## src/sv/assert_macros.svh

```systemverilog
// Assertion macros shared by the RTL of the instruction decoder.
// Concurrent checks on aclk; empty when SYNTHESIS is defined.
`ifndef ASSERT_MACROS_SVH
`define ASSERT_MACROS_SVH
`ifndef SYNTHESIS
`define RVD_ASSERT(label, prop) \
    label: assert property (@(posedge aclk) disable iff (!aresetn) (prop)) \
        else $error("decoder assertion failed");
`define RVD_ASSERT_ALWAYS(label, prop) \
    label: assert property (@(posedge aclk) (prop)) \
        else $error("decoder assertion failed");
`else
`define RVD_ASSERT(label, prop)
`define RVD_ASSERT_ALWAYS(label, prop)
`endif
`endif

```

## src/sv/rv64idec_pkg.sv

```systemverilog
// Package for the RV64I instruction decoder: opcode, mnemonic and format
// codes and the packed decode result. No dependencies.
`timescale 1ns / 1ps

package rv64idec_pkg;

    localparam int INSTR_W = 32;
    localparam int MN_W    = 6;
    localparam int FMT_W   = 3;
    localparam int REG_W   = 5;
    localparam int IMM_W   = 21;
    localparam int OUT_W   = 48;

    localparam logic [6:0] OPC_OP     = 7'b0110011;
    localparam logic [6:0] OPC_OP_IMM = 7'b0010011;
    localparam logic [6:0] OPC_LOAD   = 7'b0000011;
    localparam logic [6:0] OPC_STORE  = 7'b0100011;
    localparam logic [6:0] OPC_BRANCH = 7'b1100011;
    localparam logic [6:0] OPC_JAL    = 7'b1101111;
    localparam logic [6:0] OPC_JALR   = 7'b1100111;
    localparam logic [6:0] OPC_LUI    = 7'b0110111;
    localparam logic [6:0] OPC_AUIPC  = 7'b0010111;
    localparam logic [6:0] OPC_SYSTEM = 7'b1110011;
    localparam logic [6:0] F7_ALT     = 7'b0100000;
    localparam logic [5:0] F6_SRA     = 6'b010000;

    localparam logic [2:0] FMT_NONE = 3'd0;
    localparam logic [2:0] FMT_R    = 3'd1;
    localparam logic [2:0] FMT_I    = 3'd2;
    localparam logic [2:0] FMT_S    = 3'd3;
    localparam logic [2:0] FMT_B    = 3'd4;
    localparam logic [2:0] FMT_U    = 3'd5;
    localparam logic [2:0] FMT_J    = 3'd6;

    localparam logic [5:0] MN_NONE   = 6'd0;
    localparam logic [5:0] MN_JAL    = 6'd1;
    localparam logic [5:0] MN_LUI    = 6'd2;
    localparam logic [5:0] MN_AUIPC  = 6'd3;
    localparam logic [5:0] MN_BEQ    = 6'd4;
    localparam logic [5:0] MN_BNE    = 6'd5;
    localparam logic [5:0] MN_BLT    = 6'd6;
    localparam logic [5:0] MN_BGE    = 6'd7;
    localparam logic [5:0] MN_BLTU   = 6'd8;
    localparam logic [5:0] MN_BGEU   = 6'd9;
    localparam logic [5:0] MN_SB     = 6'd10;
    localparam logic [5:0] MN_SH     = 6'd11;
    localparam logic [5:0] MN_SW     = 6'd12;
    localparam logic [5:0] MN_SD     = 6'd13;
    localparam logic [5:0] MN_ADDI   = 6'd14;
    localparam logic [5:0] MN_XORI   = 6'd15;
    localparam logic [5:0] MN_ORI    = 6'd16;
    localparam logic [5:0] MN_ANDI   = 6'd17;
    localparam logic [5:0] MN_SLLI   = 6'd18;
    localparam logic [5:0] MN_SRLI   = 6'd19;
    localparam logic [5:0] MN_SRAI   = 6'd20;
    localparam logic [5:0] MN_SLTI   = 6'd21;
    localparam logic [5:0] MN_SLTIU  = 6'd22;
    localparam logic [5:0] MN_LB     = 6'd23;
    localparam logic [5:0] MN_LH     = 6'd24;
    localparam logic [5:0] MN_LW     = 6'd25;
    localparam logic [5:0] MN_LD     = 6'd26;
    localparam logic [5:0] MN_LBU    = 6'd27;
    localparam logic [5:0] MN_LHU    = 6'd28;
    localparam logic [5:0] MN_LWU    = 6'd29;
    localparam logic [5:0] MN_JALR   = 6'd30;
    localparam logic [5:0] MN_ECALL  = 6'd31;
    localparam logic [5:0] MN_EBREAK = 6'd32;
    localparam logic [5:0] MN_ADD    = 6'd33;
    localparam logic [5:0] MN_SUB    = 6'd34;
    localparam logic [5:0] MN_XOR    = 6'd35;
    localparam logic [5:0] MN_OR     = 6'd36;
    localparam logic [5:0] MN_AND    = 6'd37;
    localparam logic [5:0] MN_SLL    = 6'd38;
    localparam logic [5:0] MN_SRL    = 6'd39;
    localparam logic [5:0] MN_SRA    = 6'd40;
    localparam logic [5:0] MN_SLT    = 6'd41;
    localparam logic [5:0] MN_SLTU   = 6'd42;
    localparam logic [5:0] MN_LAST   = MN_SLTU;

    typedef struct packed {
        logic [IMM_W-1:0] immediate;
        logic [REG_W-1:0] src_reg_two;
        logic [REG_W-1:0] src_reg_one;
        logic [REG_W-1:0] dest_reg;
        logic [FMT_W-1:0] format;
        logic [MN_W-1:0]  mnemonic;
    } result_t;

endpackage

```

## src/sv/rv64idec_decode.sv

```systemverilog
// Combinational RV64I decode of one instruction word into a result_t.
// Depends on rv64idec_pkg.
`timescale 1ns / 1ps

module rv64idec_decode (
    input  logic [rv64idec_pkg::INSTR_W-1:0] instr,
    output rv64idec_pkg::result_t            result
);

    logic [6:0]  opc;
    logic [2:0]  f3;
    logic [6:0]  f7;
    logic [5:0]  f6;
    logic [11:0] i12;
    logic [rv64idec_pkg::IMM_W-1:0] imm_i, imm_s, imm_b, imm_u, imm_j, imm_sh;
    logic [rv64idec_pkg::MN_W-1:0]  mn;
    logic [rv64idec_pkg::FMT_W-1:0] fmt;
    logic [rv64idec_pkg::IMM_W-1:0] imm;
    logic use_rd, use_rs1, use_rs2;

    assign opc = instr[6:0];
    assign f3  = instr[14:12];
    assign f7  = instr[31:25];
    assign f6  = instr[31:26];
    assign i12 = instr[31:20];

    assign imm_i  = {{9{instr[31]}}, instr[31:20]};
    assign imm_s  = {{9{instr[31]}}, instr[31:25], instr[11:7]};
    assign imm_b  = {{8{instr[31]}}, instr[31], instr[7], instr[30:25], instr[11:8], 1'b0};
    assign imm_u  = {1'b0, instr[31:12]};
    assign imm_j  = {instr[31], instr[19:12], instr[20], instr[30:21], 1'b0};
    assign imm_sh = {16'd0, instr[24:20]};

    always_comb begin
        mn      = rv64idec_pkg::MN_NONE;
        fmt     = rv64idec_pkg::FMT_NONE;
        imm     = '0;
        use_rd  = 1'b0;
        use_rs1 = 1'b0;
        use_rs2 = 1'b0;
        case (opc)
            rv64idec_pkg::OPC_OP: begin
                if (f7 == 7'd0) begin
                    case (f3)
                        3'd0:    mn = rv64idec_pkg::MN_ADD;
                        3'd1:    mn = rv64idec_pkg::MN_SLL;
                        3'd2:    mn = rv64idec_pkg::MN_SLT;
                        3'd3:    mn = rv64idec_pkg::MN_SLTU;
                        3'd4:    mn = rv64idec_pkg::MN_XOR;
                        3'd5:    mn = rv64idec_pkg::MN_SRL;
                        3'd6:    mn = rv64idec_pkg::MN_OR;
                        default: mn = rv64idec_pkg::MN_AND;
                    endcase
                end else if (f7 == rv64idec_pkg::F7_ALT && f3 == 3'd0) begin
                    mn = rv64idec_pkg::MN_SUB;
                end else if (f7 == rv64idec_pkg::F7_ALT && f3 == 3'd5) begin
                    mn = rv64idec_pkg::MN_SRA;
                end
                fmt = rv64idec_pkg::FMT_R;
                use_rd = 1'b1; use_rs1 = 1'b1; use_rs2 = 1'b1;
            end
            rv64idec_pkg::OPC_OP_IMM: begin
                case (f3)
                    3'd0: mn = rv64idec_pkg::MN_ADDI;
                    3'd1: mn = (f6 == 6'd0) ? rv64idec_pkg::MN_SLLI : rv64idec_pkg::MN_NONE;
                    3'd2: mn = rv64idec_pkg::MN_SLTI;
                    3'd3: mn = rv64idec_pkg::MN_SLTIU;
                    3'd4: mn = rv64idec_pkg::MN_XORI;
                    3'd5: begin
                        if (f6 == 6'd0)
                            mn = rv64idec_pkg::MN_SRLI;
                        else if (f6 == rv64idec_pkg::F6_SRA)
                            mn = rv64idec_pkg::MN_SRAI;
                    end
                    3'd6:    mn = rv64idec_pkg::MN_ORI;
                    default: mn = rv64idec_pkg::MN_ANDI;
                endcase
                imm = (f3 == 3'd1 || f3 == 3'd5) ? imm_sh : imm_i;
                fmt = rv64idec_pkg::FMT_I;
                use_rd = 1'b1; use_rs1 = 1'b1;
            end
            rv64idec_pkg::OPC_LOAD: begin
                case (f3)
                    3'd0:    mn = rv64idec_pkg::MN_LB;
                    3'd1:    mn = rv64idec_pkg::MN_LH;
                    3'd2:    mn = rv64idec_pkg::MN_LW;
                    3'd3:    mn = rv64idec_pkg::MN_LD;
                    3'd4:    mn = rv64idec_pkg::MN_LBU;
                    3'd5:    mn = rv64idec_pkg::MN_LHU;
                    3'd6:    mn = rv64idec_pkg::MN_LWU;
                    default: mn = rv64idec_pkg::MN_NONE;
                endcase
                imm = imm_i;
                fmt = rv64idec_pkg::FMT_I;
                use_rd = 1'b1; use_rs1 = 1'b1;
            end
            rv64idec_pkg::OPC_JALR: begin
                if (f3 == 3'd0)
                    mn = rv64idec_pkg::MN_JALR;
                imm = imm_i;
                fmt = rv64idec_pkg::FMT_I;
                use_rd = 1'b1; use_rs1 = 1'b1;
            end
            rv64idec_pkg::OPC_SYSTEM: begin
                if (f3 == 3'd0 && i12 == 12'd0)
                    mn = rv64idec_pkg::MN_ECALL;
                else if (f3 == 3'd0 && i12 == 12'd1)
                    mn = rv64idec_pkg::MN_EBREAK;
                imm = imm_i;
                fmt = rv64idec_pkg::FMT_I;
                use_rd = 1'b1; use_rs1 = 1'b1;
            end
            rv64idec_pkg::OPC_STORE: begin
                case (f3)
                    3'd0:    mn = rv64idec_pkg::MN_SB;
                    3'd1:    mn = rv64idec_pkg::MN_SH;
                    3'd2:    mn = rv64idec_pkg::MN_SW;
                    3'd3:    mn = rv64idec_pkg::MN_SD;
                    default: mn = rv64idec_pkg::MN_NONE;
                endcase
                imm = imm_s;
                fmt = rv64idec_pkg::FMT_S;
                use_rs1 = 1'b1; use_rs2 = 1'b1;
            end
            rv64idec_pkg::OPC_BRANCH: begin
                case (f3)
                    3'd0:    mn = rv64idec_pkg::MN_BEQ;
                    3'd1:    mn = rv64idec_pkg::MN_BNE;
                    3'd4:    mn = rv64idec_pkg::MN_BLT;
                    3'd5:    mn = rv64idec_pkg::MN_BGE;
                    3'd6:    mn = rv64idec_pkg::MN_BLTU;
                    3'd7:    mn = rv64idec_pkg::MN_BGEU;
                    default: mn = rv64idec_pkg::MN_NONE;
                endcase
                imm = imm_b;
                fmt = rv64idec_pkg::FMT_B;
                use_rs1 = 1'b1; use_rs2 = 1'b1;
            end
            rv64idec_pkg::OPC_LUI: begin
                mn = rv64idec_pkg::MN_LUI;
                imm = imm_u;
                fmt = rv64idec_pkg::FMT_U;
                use_rd = 1'b1;
            end
            rv64idec_pkg::OPC_AUIPC: begin
                mn = rv64idec_pkg::MN_AUIPC;
                imm = imm_u;
                fmt = rv64idec_pkg::FMT_U;
                use_rd = 1'b1;
            end
            rv64idec_pkg::OPC_JAL: begin
                mn = rv64idec_pkg::MN_JAL;
                imm = imm_j;
                fmt = rv64idec_pkg::FMT_J;
                use_rd = 1'b1;
            end
            default: begin
                mn = rv64idec_pkg::MN_NONE;
            end
        endcase

        // drop everything for an unrecognized word
        if (mn == rv64idec_pkg::MN_NONE) begin
            fmt     = rv64idec_pkg::FMT_NONE;
            imm     = '0;
            use_rd  = 1'b0;
            use_rs1 = 1'b0;
            use_rs2 = 1'b0;
        end
    end

    assign result.mnemonic    = mn;
    assign result.format      = fmt;
    assign result.dest_reg    = use_rd  ? instr[11:7]  : 5'd0;
    assign result.src_reg_one = use_rs1 ? instr[19:15] : 5'd0;
    assign result.src_reg_two = use_rs2 ? instr[24:20] : 5'd0;
    assign result.immediate   = imm;

endmodule

```

## src/sv/rv64i_instruction_decoder_unit.sv

```systemverilog
// Top level of the RV64I instruction decoder: input word register, decode
// core and result register. Depends on rv64idec_pkg, rv64idec_decode and
// assert_macros.svh.
//
// Usage:
//   Slave channel s_tvalid/s_tready/s_tdata carries one 32-bit instruction
//   word per transfer. Master channel m_tvalid/m_tready/m_tdata carries one
//   decode word per instruction, fields from the lowest bit up: mnemonic
//   [5:0], format [8:6], dest_reg [13:9], src_reg_one [18:14],
//   src_reg_two [23:19], immediate [44:24] (two's complement), zeros [47:45].
//   m_tvalid rises once the word has passed from the input register through
//   the decode logic into the result register; the result register takes it
//   only while it is empty or its word is being taken by the receiver.
//   Throughput is one word per cycle while m_tready stays high; the decode
//   is a single combinational pass between the two registers.
//   When the receiver stalls, the result register holds its word and the
//   input register still takes one more word, so two words are buffered
//   before s_tready drops. Reset (aresetn low, synchronous) empties both
//   registers; no word is in flight afterwards.
`timescale 1ns / 1ps
`include "assert_macros.svh"

module rv64i_instruction_decoder_unit (
    input  logic        aclk,
    input  logic        aresetn,
    input  logic        s_tvalid,
    output logic        s_tready,
    input  logic [31:0] s_tdata,   // instruction [31:0]
    output logic        m_tvalid,
    input  logic        m_tready,
    output logic [47:0] m_tdata    // mnemonic, format, dest_reg, src_reg_one,
                                   // src_reg_two, immediate, zero pad
);

    logic                       in_valid_reg;
    logic [31:0]                instr_reg;
    logic                       out_valid_reg;
    rv64idec_pkg::result_t      result_reg;
    rv64idec_pkg::result_t      result_next;
    logic                       out_free;
    logic                       in_advance;

    assign out_free   = !out_valid_reg || m_tready;
    assign in_advance = in_valid_reg && out_free;
    assign s_tready   = !in_valid_reg || out_free;

    rv64idec_decode u_decode (
        .instr  (instr_reg),
        .result (result_next)
    );

    always_ff @(posedge aclk) begin
        if (!aresetn) begin
            in_valid_reg  <= 1'b0;
            out_valid_reg <= 1'b0;
        end else begin
            if (s_tready)
                in_valid_reg <= s_tvalid;
            if (out_free)
                out_valid_reg <= in_valid_reg;
        end
    end

    always_ff @(posedge aclk) begin
        if (s_tready && s_tvalid)
            instr_reg <= s_tdata;
        if (in_advance)
            result_reg <= result_next;
    end

    assign m_tvalid = out_valid_reg;
    assign m_tdata  = {3'd0, result_reg};

    `RVD_ASSERT(a_stall_holds_input, in_valid_reg && !out_free |=> in_valid_reg)
    `RVD_ASSERT(a_unknown_all_zero,
        out_valid_reg && result_reg.mnemonic == rv64idec_pkg::MN_NONE |->
        result_reg.format == rv64idec_pkg::FMT_NONE && result_reg.immediate == '0 &&
        result_reg.dest_reg == '0 && result_reg.src_reg_one == '0 &&
        result_reg.src_reg_two == '0)
    `RVD_ASSERT(a_mnemonic_range, out_valid_reg |-> result_reg.mnemonic <= rv64idec_pkg::MN_LAST)
    `RVD_ASSERT(a_no_rd_store_branch,
        out_valid_reg && (result_reg.format == rv64idec_pkg::FMT_S ||
        result_reg.format == rv64idec_pkg::FMT_B) |-> result_reg.dest_reg == '0)
    `RVD_ASSERT_ALWAYS(a_reset_empties, !aresetn |=> !m_tvalid && s_tready)

endmodule

```

## config.mk

```make
export PLATFORM = sky130hd
export DESIGN_NAME = rv64i_instruction_decoder_unit
export DESIGN_NICKNAME = d
export VERILOG_FILES = /design/src/sv/rv64idec_pkg.sv /design/src/sv/rv64idec_decode.sv /design/src/sv/rv64i_instruction_decoder_unit.sv
export VERILOG_INCLUDE_DIRS = /design/src /design/src/sv
export SDC_FILE = /design/constraint.sdc
export NUM_CORES = 1
export LEC_CHECK = 0
export ABC_AREA = 1
export BUFFER_PORTS_ARGS = -buffer_cell sky130_fd_sc_hd__buf_2
export CELL_PAD_IN_SITES_DETAIL_PLACEMENT = 1
export CELL_PAD_IN_SITES_GLOBAL_PLACEMENT = 1
export CORE_UTILIZATION = 41
export CTS_CLUSTER_DIAMETER = 80
export DETAILED_ROUTE_END_ITERATION = 10
export PLACE_DENSITY_LB_ADDON = 0.1
export SLEW_MARGIN = 20
export SYNTH_ARGS = -nofsm -noshare
export SYNTH_HDL_FRONTEND = slang
export SYNTH_HIERARCHICAL = 1
export SYNTH_SLANG_ARGS = --single-unit
```

## constraint.sdc

```tcl
create_clock -name aclk -period 3.47 [get_ports aclk]
set_input_delay 0 -clock aclk [delete_from_list [all_inputs] [get_ports aclk]]
set_output_delay 0 -clock aclk [all_outputs]
set_load 0.02 [all_outputs]
```

[Yosys cells after proc, flatten, opt, wreduce, memory -nomap -nowiden]
Cells that the tools add are included.
Widths: inputs -> output; s select.
Storage, ports and cells
  bits of input ports: 36
  output and inout port bits: 50
  register bits after elaboration: 79
Operators by class
  reductions and logical operators: 22
  mux-type cells: 24
  eq/ne operators: 20
Operators by type and width (number)
  $pmux 21 s6: 1
  $pmux 6 s10: 1
  $pmux 6 s7: 1
  $mux 6: 6
  $pmux 5 s7: 1
  $eq 7x6->1 const B: 4
  $eq 7x7->1 const B: 4
  $pmux 4 s7: 1
  $pmux 4 s6: 1
  $mux 21: 1
  $pmux 3 s6: 1
  $pmux 4 s4: 1
  $mux 5: 3
  $eq 7x5->1 const B: 2
  $eq 12x1->1 const B: 1
  $eq 3x3->1 const B: 4
  $logic_not 12->1: 1
  $logic_not 6->1: 2
  $reduce_or 8->1: 1
  $eq 7x2->1 const B: 1
  $logic_not 7->1: 1
  $reduce_or 7->1: 1
  $eq 3x2->1 const B: 2
  $eq 6x5->1 const B: 1
  other kinds (9): 23

[Logic depth before layout (Yosys ltp)]
  depth after elaboration: 8
  mapped depth: 14
  mapped depth without buffers: 12

[Hierarchy]
The synthesis kept the hierarchy.
By module, submodules not included
  rv64i_instruction_decoder_unit: seq. area each 2352.3 sq um, instances 1, area an instance 2433.6 sq um, cells an instance 94
  rv64idec_decode: seq. area each 0.0 sq um, instances 1, area an instance 1470.2 sq um, cells an instance 299

[Worst setup path before layout]
OpenSTA, ideal clock, no wires.
  path type: register to register
  start point: reg out_valid_reg (netlist: m_tvalid)
  end point: reg result_reg, in the netlist m_tdata[0] (enable)
  path buffers: 0
  data required time: 3.008 ns
  library setup time: 0.462 ns
  arrival time: 2.653 ns
  stages on the path, launching flop included: 2
  path slack: 0.355 ns
  cells stage by stage: dfxtp_1 a21oi_1
On the way
  longest elaborated chain between the ends: 3
RTL lines
  start: declaration: line rv64i_instruction_decoder_unit.sv:37  | logic out_valid_reg;
  start signal: assignment: line rv64i_instruction_decoder_unit.sv:60  | out_valid_reg <= in_valid_reg;
  $logic_not 1->1: line rv64i_instruction_decoder_unit.sv:43  | assign out_free = !out_valid_reg || m_tready;
  $logic_or 1x1->1: line rv64i_instruction_decoder_unit.sv:43
  $logic_and 1x1->1: line rv64i_instruction_decoder_unit.sv:44  | assign in_advance = in_valid_reg && out_free;
  named net in_advance: line rv64i_instruction_decoder_unit.sv:41  | logic in_advance;
  end signal: assignment: line rv64i_instruction_decoder_unit.sv:68  | result_reg <= result_next;
  end: declaration: line rv64i_instruction_decoder_unit.sv:38  | rv64idec_pkg::result_t result_reg;
The timed path passes the listed nets, and every way through them passes these cells.
A chain may end at the register's enable or synchronous reset.

==> results.toml <==
[detailed_routing]
drt_pass1_iterations = 4
drcViolationCount = 0
drt_iter0_drc = 135
ant_nets = 0
routedWlPerCell_um = 16.7
via_count = 3196
drt_wl_total_mm = 10.9
vias_per_cell = 4.92

[power_and_ir_drop]
internal_power_w = 0.00151
p_switching_w = 0.000531
total_power_w = 0.00204
power_density_nw_per_um2 = 408
pwr-share-seq_pct = 54.7
vdd_drop_max_mv = 0.298
p_sw_share_pct = 26.1
p_leak_nw = 2.23
clkPwrFrac_pct = 35.1
p_comb_share_pct = 10.2

[cells_and_area]
instances_no_fill = 650
multi_input_area_um2 = 1260
nets = 552
largest_reg_flops = 45
fillers = 1076
area_delta_synth_final_pct = 27.9
drive_above_1_share_pct = 29.9
register_area_um2 = 2350
n_antenna_cell = 0

[flow_run]
maxCapViolations = 0

[clock_tree]
clk_pin_slew_worst_paths_ns = 0.09
cts_tree = "done"
cts_buffers = 9
clk_latency_ns = 0.36
clockBufferDepth = 2
clock_sinks = 79
ctsHtreeMaxLevel = 3
cts_hold_buf = 35
cts_resized = 0
post-cts-setup-buffers = 0
cts-root-buf = "clkbuf_8"

[floorplanning]
coreArea_um2 = 9240
ioPinCount = 86
die-area_um2 = 9920
die_w_um = 99.6
die_h_um = 99.6
rows = 35
initial_utilization_pct = 42.2

[synthesis]
synth-seq-cells = 79
synth.distinct_cells = 30
yosys_most_used_dff = "edfxtp_1"
synth_edf_count = 77
yosysWarnings = 6
yosysTopAreaCellShare_pct = 59.2
avgSynthCellArea_um2 = 9.93
synthesis.area_um2 = 3900
syn_inst = 393
synth_area_leader_cell = "edfxtp_1"
async_flop_share_pct = 0
synth_area_leaders = "edfxtp_1, nor2_1, nand2_1, inv_1, nor2_2"
seq_area_frac_synth_pct = 60.3

[critical_path]
critPathMaxStageDelay_ns = 0.64
cp_slowest_cell = "edfxtp_1"
worst_setup_path_start_kind = "flop"
worst-setup-path-type = "flop to flop"
crit_fanout = 24
path_cells = "inv_1 -> nand2_1 -> o211ai_1 -> nand2_1 -> inv_1 -> nor2_1 -> nand2_1 -> nor2_1 -> nand3_2 -> inv_4 -> nor2_1"
required_ns = 3.56
worst_setup_path_end_kind = "flop"
arrival_ns = 2.65
r2r_slack_ns = 0.92

[grt]
grtUsageTotal_pct = 23.5
grt_pass1_wl_mm = 17.6
grt_pass1_vias = 3501
grt_overflow = 0
antenna_found_initial = 0
grt_start_max_net_pins = 35

[timing]
hold_violations = 0
rsz0062_at_grt = "no"
setup-tns-final_ns = 0
tightest_slew_ns = 0.953
finalCriticalPeriod_ns = 2.55
skew_ns = 0.0126
fmax_ghz = 0.392
relSlewSlack_pct = 36.4
setup_viol = 0
post-route-period-util_pct = 73.6
slew_violations = 0

[place]
place_inst = 598
dp_hpwl_mm = 7.67
gp_congestion = 0.865
io_buffers = 82

[worst_hold_path]
hp-class = "primary input to flop"

[outcome]
status = "completed"
==> path summary, 6_finish.rpt <==
| kind | from | to | cells past startpoint |
|---|---|---|---|
| max | instr_reg[12]$_DFFE_PP_ | m_tdata[24]$_DFFE_PP_ | 11 |
| min | s_tdata[17] | instr_reg[17]$_DFFE_PP_ | 2 |
| max reg2reg | instr_reg[12]$_DFFE_PP_ | m_tdata[24]$_DFFE_PP_ | 11 |
| min reg2reg | m_tvalid$_SDFFE_PN0P_ | m_tvalid$_SDFFE_PN0P_ | 2 |
==> critical path, delay by kind of cell (launching register included) <==
family	cells	cell delay, ns
AND/OR/NAND/NOR	7	0.90
AO/OA/AOI/OAI	1	0.10
flip-flops	1	0.64
buffers and inverters	3	0.63
==> per-layer routing <==
layer / share of wire [%] / vias up / global-route usage, %
met4: 1.5 / 0 / 8.60
met2: 49 / 87 / 40.6
li1: - / 1544 / -
met1: 45 / 1555 / 29.4
met5: 0 / - / 0
met3: 4.1 / 10 / 4.43
==> layout make-up <==
class,count,share of cell area (%)
Sequential cell,79,47.1
Timing Repair Buffer,122,16.4
Multi-Input combinational cell,254,25.3
Inverter,50,3.91
Clock inverter,7,1.63
Tap cell,129,3.23
Clock buffer,9,2.48
==> logic make-up (layout without fill, tap and decap cells) <==
group                  count (synthesis)  after routing  synth area share (%)
AND/OR/NAND/NOR                      215            215                  26.6
AO/OA/AOI/OAI                         36             36                  5.13
other                                  1              3                0.0961
buffers and inverters                 62            188                  7.92
flip-flops                            79             79                  60.3
==> stage by stage <==
step | utilization (%) | area, um^2 | setup slack (ns) | hold WS, ns
2_1_floorplan | - | 3910 | 0.355 | 0.0989
3_3_place_gp | 47.7 | 4410 | 1.02 | 0.176
3_5_place_dp | 47.7 | 4410 | 0.964 | 0.179
4_1_cts | 53.7 | 4970 | 0.941 | 0.328
5_1_grt | 54.0 | 4990 | 0.788 | 0.345
6_report | 54.0 | 4990 | 0.916 | 0.346
==> cell usage in the layout (no fill, tap or decap), drive strengths merged <==
| master | synthesis | routed |
|---|---|---|
| nor3 | 4 | 4 |
| inv | 49 | 51 |
| nand3b | 4 | 4 |
| a21oi | 18 | 18 |
| conb | 1 | 3 |
| buf | 9 | 87 |
| o22ai | 11 | 11 |
| nand4 | 4 | 4 |
| o21ai | 6 | 6 |
| nand3 | 31 | 31 |
| dlygate4sd3 | 0 | 35 |
| nand2 | 72 | 72 |
| dfxtp | 2 | 2 |
| bufinv | 0 | 1 |
| nor2 | 100 | 100 |
| clkinv | 1 | 5 |
| edfxtp | 77 | 77 |
| clkbuf | 3 | 9 |
| o211ai | 1 | 1 |
==> cells in the mapped netlist, drive strengths merged (2+ instances only) <==
cell and instances:
nand4 4, nor3 4, buf 9, a21oi 18, nand2 72, nor2 100, o22ai 11, inv 49
clkbuf 3, edfxtp 77, nand3 31, nand3b 4, dfxtp 2, o21ai 6
==> power by group through the flow <==
stage | logic (W) | clock network (W) | registers, W
after floorplan | 0.000108 | 0 | 0.00114
after global placement | 0.000167 | 0 | 0.00113
after global routing | 0.000227 | 0.000760 | 0.00112
final | 0.000209 | 0.000714 | 0.00111
after detailed placement | 0.000172 | 0 | 0.00114
after CTS | 0.000202 | 0.000726 | 0.00111
(Power assumes the default switching activity.)
